**config.mk**
```make
export PLATFORM = sky130hd
export DESIGN_NAME = evr_trig_cell
export DESIGN_NICKNAME = d
export VERILOG_FILES = /design/src/hdl/evr_pkg.sv /design/src/hdl/evr_trig_cell.sv
export SDC_FILE = /design/constraint.sdc
export NUM_CORES = 1
export LEC_CHECK = 0
export BUFFER_PORTS_ARGS = -buffer_cell sky130_fd_sc_hd__buf_2
export CAP_MARGIN = 15
export CORE_UTILIZATION = 25
export CTS_CLUSTER_SIZE = 20
export DETAILED_ROUTE_END_ITERATION = 16
export GPL_TIMING_DRIVEN = 0
export PLACE_DENSITY_LB_ADDON = 0.12
export SLEW_MARGIN = 20
export SYNTH_ARGS = -nofsm -noshare
export SYNTH_HDL_FRONTEND = slang
export SYNTH_SLANG_ARGS = --single-unit
```
**constraint.sdc**
```tcl
create_clock -name clk -period 6.9 [get_ports clk]
set_clock_uncertainty 0.2 [all_clocks]
set_input_delay 0.345 -clock clk [delete_from_list [all_inputs] [get_ports clk]]
set_output_delay 0.345 -clock clk [all_outputs]
set_load 0.01 [all_outputs]
```
**src/hdl/evr_pkg.sv**
```systemverilog
// ----------------------------------------------------------------------------
// evr_pkg
// Shared widths, constants, types and the arctangent table of the
// Euler-angle vector rotation core.
// ----------------------------------------------------------------------------
`default_nettype none

package evr_pkg;

    localparam int COORD_WIDTH = 16;
    localparam int ANGLE_WIDTH = 16;

    // coordinate width inside the core: two guard bits over the port width
    localparam int XW     = COORD_WIDTH + 2;
    // sine / cosine width, Q1.15
    localparam int TW     = 16;
    // CORDIC datapath width
    localparam int CDW    = 34;
    localparam int STEPS  = 16;
    localparam int STEP_W = 4;
    // product and sum widths of the axis cells
    localparam int PW     = XW + TW;
    localparam int SW     = PW + 2;
    localparam int FRAC   = 15;

    localparam logic signed [CDW-1:0] CORDIC_X0    = CDW'(64'sh26DD3B6A);
    localparam logic signed [CDW-1:0] QUARTER_TURN = CDW'(64'sh40000000);
    localparam logic signed [CDW-1:0] HALF_TURN    = CDW'(64'sh80000000);
    localparam logic signed [CDW-1:0] TRIG_HALF    = CDW'(64'sh4000);
    localparam logic signed [SW-1:0]  SUM_HALF     = SW'(64'sh4000);
    localparam logic signed [CDW-1:0] TRIG_MAX     = CDW'(64'sh7FFF);
    localparam logic signed [CDW-1:0] TRIG_MIN     = -CDW'(64'sh7FFF);

    localparam logic signed [XW-1:0] COORD_MAX = {3'b000, {(COORD_WIDTH-1){1'b1}}};
    localparam logic signed [XW-1:0] COORD_MIN = {3'b111, {(COORD_WIDTH-1){1'b0}}};

    typedef enum logic [1:0] {
        AXIS_ROLL  = 2'd0,
        AXIS_PITCH = 2'd1,
        AXIS_YAW   = 2'd2
    } axis_t;

    typedef struct packed {
        logic signed [XW-1:0] x;
        logic signed [XW-1:0] y;
        logic signed [XW-1:0] z;
    } vec_t;

    typedef struct packed {
        logic signed [CDW-1:0] x;
        logic signed [CDW-1:0] y;
        logic signed [CDW-1:0] z;
        logic                  flip;
    } cordic_t;

    // angle order: 0 roll, 1 pitch, 2 yaw
    typedef struct packed {
        vec_t          vec;
        cordic_t [2:0] ang;
    } cord_item_t;

    typedef struct packed {
        logic signed [TW-1:0] sin_v;
        logic signed [TW-1:0] cos_v;
    } trig_t;

    typedef struct packed {
        vec_t        vec;
        trig_t [2:0] trig;
    } rot_item_t;

    typedef struct packed {
        logic signed [PW-1:0] ca;
        logic signed [PW-1:0] sb;
        logic signed [PW-1:0] sa;
        logic signed [PW-1:0] cb;
    } prod_t;

    function automatic logic signed [CDW-1:0] atan_turn(input logic [STEP_W-1:0] i);
        logic signed [CDW-1:0] v;
        case (i)
            4'd0:    v = CDW'(64'sh20000000);
            4'd1:    v = CDW'(64'sh12E4051E);
            4'd2:    v = CDW'(64'sh09FB385B);
            4'd3:    v = CDW'(64'sh051111D4);
            4'd4:    v = CDW'(64'sh028B0D43);
            4'd5:    v = CDW'(64'sh0145D7E1);
            4'd6:    v = CDW'(64'sh00A2F61E);
            4'd7:    v = CDW'(64'sh00517C55);
            4'd8:    v = CDW'(64'sh0028BE53);
            4'd9:    v = CDW'(64'sh00145F2F);
            4'd10:   v = CDW'(64'sh000A2F98);
            4'd11:   v = CDW'(64'sh000517CC);
            4'd12:   v = CDW'(64'sh00028BE6);
            4'd13:   v = CDW'(64'sh000145F3);
            4'd14:   v = CDW'(64'sh0000A2F9);
            default: v = CDW'(64'sh0000517D);
        endcase
        return v;
    endfunction

    // angle to signed phase folded into +-quarter turn
    function automatic cordic_t prep_angle(input logic [ANGLE_WIDTH-1:0] angle);
        cordic_t               c;
        logic [31:0]           phase;
        logic signed [CDW-1:0] z;
        phase  = {angle, {(32-ANGLE_WIDTH){1'b0}}};
        z      = CDW'($signed(phase));
        c.x    = CORDIC_X0;
        c.y    = '0;
        c.flip = 1'b0;
        c.z    = z;
        if (z > QUARTER_TURN)
        begin
            c.z    = z - HALF_TURN;
            c.flip = 1'b1;
        end
        else if (z < -QUARTER_TURN)
        begin
            c.z    = z + HALF_TURN;
            c.flip = 1'b1;
        end
        return c;
    endfunction

endpackage

`default_nettype wire

```
**src/hdl/evr_trig_cell.sv**
```systemverilog
// ----------------------------------------------------------------------------
// evr_trig_cell
// Rounds the CORDIC outputs to Q1.15, clamps and applies the half-turn sign.
// ----------------------------------------------------------------------------
`default_nettype none

module evr_trig_cell
(
    input  wire logic                clk,
    input  wire logic                rst_n,
    input  wire logic                up_valid,
    output logic                     up_ready,
    input  wire evr_pkg::cord_item_t up_item,
    output logic                     dn_valid,
    input  wire logic                dn_ready,
    output evr_pkg::rot_item_t       dn_item
);

    logic               valid_reg;
    evr_pkg::rot_item_t item_reg;
    evr_pkg::rot_item_t item_next;

    function automatic logic signed [evr_pkg::TW-1:0] to_q15(
        input logic signed [evr_pkg::CDW-1:0] v,
        input logic                           flip
    );
        logic signed [evr_pkg::CDW-1:0] r;
        r = (v + evr_pkg::TRIG_HALF) >>> evr_pkg::FRAC;
        if (r > evr_pkg::TRIG_MAX)
            r = evr_pkg::TRIG_MAX;
        else if (r < evr_pkg::TRIG_MIN)
            r = evr_pkg::TRIG_MIN;
        if (flip)
            r = -r;
        return r[evr_pkg::TW-1:0];
    endfunction

    always_comb
    begin
        item_next.vec = up_item.vec;
        for (int a = 0; a < 3; a++)
        begin
            item_next.trig[a].cos_v = to_q15(up_item.ang[a].x, up_item.ang[a].flip);
            item_next.trig[a].sin_v = to_q15(up_item.ang[a].y, up_item.ang[a].flip);
        end
    end

    assign up_ready = !valid_reg || dn_ready;

    always_ff @(posedge clk or negedge rst_n)
    begin
        if (!rst_n)
            valid_reg <= 1'b0;
        else if (up_ready)
            valid_reg <= up_valid;
    end

    always_ff @(posedge clk)
    begin
        if (up_ready && up_valid)
            item_reg <= item_next;
    end

    assign dn_valid = valid_reg;
    assign dn_item  = item_reg;

endmodule

`default_nettype wire

```
# Yosys cells after proc, flatten, opt, wreduce, memory -nomap -nowiden
# Index checks and enable logic that the tools add are counted.
op_classes:
  mux: 18
  addsub: 12
  order_cmp: 12
  n_reduce_logical: 3
op_table:
  columns: ["operator", "count"]
  rows:
  - ["$mux 16", 18]
  - ["$add 34x16->34 const B", 6]
  - ["$gt 19x16->1 const B", 6]
  - ["$lt 19x16->1 const B", 6]
  - ["$neg 16->16", 6]
  - ["$logic_and 1x1->1", 1]
  - ["$logic_not 1->1", 1]
  - ["$logic_or 1x1->1", 1]
totals:
  out_inout_bits: 152
  reg_bits: 151
  in_bits: 367
  wordCells: 55

# Logic depth before layout (Yosys ltp)
logic_depth:
  depth_word: 6
  depth_mapped: 19
  depth_no_buf: 16

# Worst setup path before layout
# No wires, ideal clock.
synth_timing:
  path_kind: "register to register"
  startpoint: "register valid_reg, in the netlist dn_valid"
  endpoint: "register item_reg (netlist bit dn_item[0]) (enable)"
  period_less_slack_ps: 4770
  stages_incl_launch_ff: 3
  n_path_buf: 0
  path_slack_ps: 2130
  t_required_ps: 6172
  setup_time_ps: 528
  t_arrival_ps: 4042
  cell_sequence: "dfrtp_1 nand2b_1 and2_1"
synth_between:
  elab_chain_cells: 3
synth_rtl:
  columns: ["element", "line", "rtl"]
  rows:
  - ["start, declared", "evr_trig_cell.sv:19", "logic valid_reg;"]
  - ["start signal, assigned", "evr_trig_cell.sv:55", "valid_reg <= up_valid;"]
  - ["$logic_not 1->1", "evr_trig_cell.sv:48", "assign up_ready = !valid_reg || dn_ready;"]
  - ["$logic_or 1x1->1", "evr_trig_cell.sv:48", null]
  - ["via up_ready", "evr_trig_cell.sv:12", "output logic up_ready,"]
  - ["$logic_and 1x1->1", "evr_trig_cell.sv:60", "if (up_ready && up_valid)"]
  - ["end signal, assigned", "evr_trig_cell.sv:61", "item_reg <= item_next;"]
  - ["end, declared", "evr_trig_cell.sv:20", "evr_pkg::rot_item_t item_reg;"]
# The timed path passes the listed nets, and every way through them passes these cells.
# A chain may end at the register's enable or synchronous reset.

==> impl_metrics.toml <==
[route]
drcViolationCount = 0
wl_per_cell_um = 18.36
drt_wl_total_mm = 46.60
vias_per_cell = 5.192
drtIter0Drc = 735
antenna_left = 0
vias = 13180
first_pass_iters = 5

[clock_tree]
cts_sinks = 151
cts.repair.resized = 0
cts_tree = "done"
clkTransAtPathRegs_ns = 0.07
hold_buffers = 58
postCtsSetupBuffers = 0
clockBufferDepth = 2
cts_buffers = 17
clock-root-buffer = "clkbuf_16"
clock_latency_ns = 0.47
cts_htree_levels = 4

[logic_synthesis]
ys_ff_latch = 151
yosys_warnings = 0
synth.yosys.seq_area_share_pct = 35.56
ys_types = 95
syn_area_sq_um = 12740
async_flop_share_pct = 0.6623
synth_fp_nets = 1854
ys.flop_type = "edfxtp_1"
synthCells = 1475
synth_enable_flop_cells = 150
synth.avg_cell_area_sq_um = 8.636

[critical_path]
reg2reg_slack_ns = 4.80
crit_type = "primary input to flip-flop"
worstPathMaxFanout = 10
crit_arrival_ns = 5.05
crit_path_start_kind = "primary input"
required_ns = 6.92
cp-end-kind = "flip-flop"

[finish]
seq_area_sq_um = 4529
layout_commonest_cell = "buf_2"
final_cell_mix = "327 x buf_2, 150 x edfxtp_1, 119 x nand2_1"
final_nets = 2231
utilization_pct = 32.54
fin_cells = 2538
nFillCells = 5304
multi_input_area_sq_um = 7634
drive_gt1_share_pct = 22.90
area_growth_pct = 28.14

[global_route]
gr-usage-all-layers_pct = 17.69
grt_pass1_vias = 12860
grt_max_degree = 44
grt_first_pass_wirelength_mm = 72.63
antenna_found_initial = 4
gr-total-overflow = 0

[placed_design]
placed_cells = 2447
hpwlAfterDp_mm = 36.44
place.gp.congestion = 0.8723
port-buffer-count = 297

[timing]
fin_tns_setup_ns = 0
hold_viol_final = 0
worstMarginPinSlew_ns = 0.9828
fin_crit_ns = 5.033
holdWs_ns = 0.1836
fin_crit_sh_pct = 72.94
finalMaxSlewViolations = 0
fmax_mhz = 198.7
setup_viol = 0
rsz0062_at_grt = "false"
maxSlewHeadroom_pct = 33.65

[floorplan]
die_x_um = 227.7
std_cell_rows = 82
start_util_pct = 25.39
dieArea_sq_um = 51860
io_pins = 519
fp.coreArea_sq_um = 50170
die_h_um = 227.7

[power]
powerDensity_nw_per_um2 = 171.5
p_total_w = 0.002800
ir_drop_uv = 157.9
power_leakage_nw = 5.923

[outcome]
outcome = "complete, no violations"

[worst_hold_path]
hold_class = "primary input to flip-flop"

[flow_run]
max_cap_violations = 0
## cells by family (layout without fill, tap and decap cells)
family / after synthesis / after routing / synth area share (%)
xor gates and xnor gates: 130 / 130 / 8.938
buffers and inverters: 137 / 527 / 4.538
adders and majority gates: 12 / 12 / 1.179
DFF: 151 / 151 / 35.56
AOI/OAI and AO/OA: 395 / 395 / 20.89
other: 0 / 1 / 0
muxes: 28 / 28 / 2.298
and+or+nand+nor: 622 / 622 / 26.60
## per-stage QoR
step | instance area, sq um | setup WS, ns
global route | 16320 | 1.419
global placement | 15070 | 0.1214
floorplan | 12740 | 2.130
finish | 16320 | 1.867
CTS | 16320 | 1.903
detailed placement | 15140 | 1.388
## sequential cells by signal, summed over array words and instances, names as in the netlist
name	flops
dn_item	150
dn_valid	1
## metal layers
| metal | share of wire, % | vias to the layer above | routed length [um] | global-route usage, % |
|---|---|---|---|---|
| met3 | 6.1 | 64 | 2820 | 4.325 |
| met1 | 43 | 6287 | 20220 | 21.64 |
| met4 | 2.3 | 6 | 1053 | 6.313 |
| met5 | 0.069 | - | 32 | 0 |
| li1 | - | 6411 | - | - |
| met2 | 48 | 410 | 22480 | 30.01 |
## final cells by class
type	count	share of cell area, %
multi-input combinational	1187	46.77
sequential	151	27.75
timing repair buffer	358	13.08
tap	672	5.151
buffer	103	2.759
clock buffer	17	2.606
clock inverter	15	1.096
inverter	34	0.7818
antenna	1	0.01533
## synthesized netlist by cell type, types with 6 or more instances
library cell	n	area, sq um
o22ai_1	13	81.33
or4_1	11	82.58
nor4_1	30	187.7
nand2b_1	11	68.82
mux2i_1	18	180.2
o31ai_1	10	75.07
nor2b_1	7	43.79
a21oi_1	82	410.4
clkbuf_1	63	236.5
and4_1	14	122.6
a21o_1	9	67.56
or2_2	8	50.05
xor2_1	49	429.2
nor2_1	110	412.9
nand4_1	52	325.3
or3_1	24	150.1
nand3_1	84	420.4
a211oi_1	12	90.09
buf_4	6	45.04
mux2_2	10	112.6
inv_1	33	123.9
edfxtp_1	150	4504
nand3b_1	8	60.06
o21a_1	11	82.58
o211ai_1	24	180.2
a31oi_1	23	143.9
o2111ai_1	6	52.55
buf_2	30	150.1
xnor2_1	81	709.4
o21ai_0	85	425.4
nand2_1	119	446.7
nor3b_1	8	60.06
and3_1	28	175.2
o21ai_1	15	75.07
nor3_1	45	225.2
and2_1	25	156.4
ha_1	12	150.1
## path summary, 6_finish.rpt
check | startpoint | to | cells after the start
worst max-delay path | up_item[153] | dn_item[60]$_DFFE_PP_ | 20
worst min-delay path | up_item[290] | dn_item[64]$_DFFE_PP_ | 3
worst min register to register | dn_valid$_DFFE_PN0N_ | dn_item[60]$_DFFE_PP_ | 2
max in group asynchronous | rst_n | dn_valid$_DFFE_PN0N_ | 3
min in group asynchronous | rst_n | dn_valid$_DFFE_PN0N_ | 3
worst max register to register | dn_valid$_DFFE_PN0N_ | dn_item[124]$_DFFE_PP_ | 4
## critical path, stage by stage
cell      delay, ns
buf_2          0.15
ha_1           0.15
buf_2          0.22
nand2_1        0.25
nor4_4         0.57
a31oi_1        0.15
a311oi_1       0.55
or2_1          0.17
buf_2          0.16
and2_1         0.21
buf_2          0.24
nand3_1        0.13
inv_1          0.09
ha_1           0.13
clkbuf_1       0.35
nand4_1        0.23
or2_2          0.37
nand2_1        0.07
mux2i_1        0.06
a2111o_1       0.44
## where the power goes
group,internal [W],leakage (nW),switching [W]
logic,0.000256,4.21,0.000428
registers,0.00109,1.43,0.0000156
clock network,0.000569,0.281,0.000438
No activity file was read; power rests on OpenSTA's default activity.
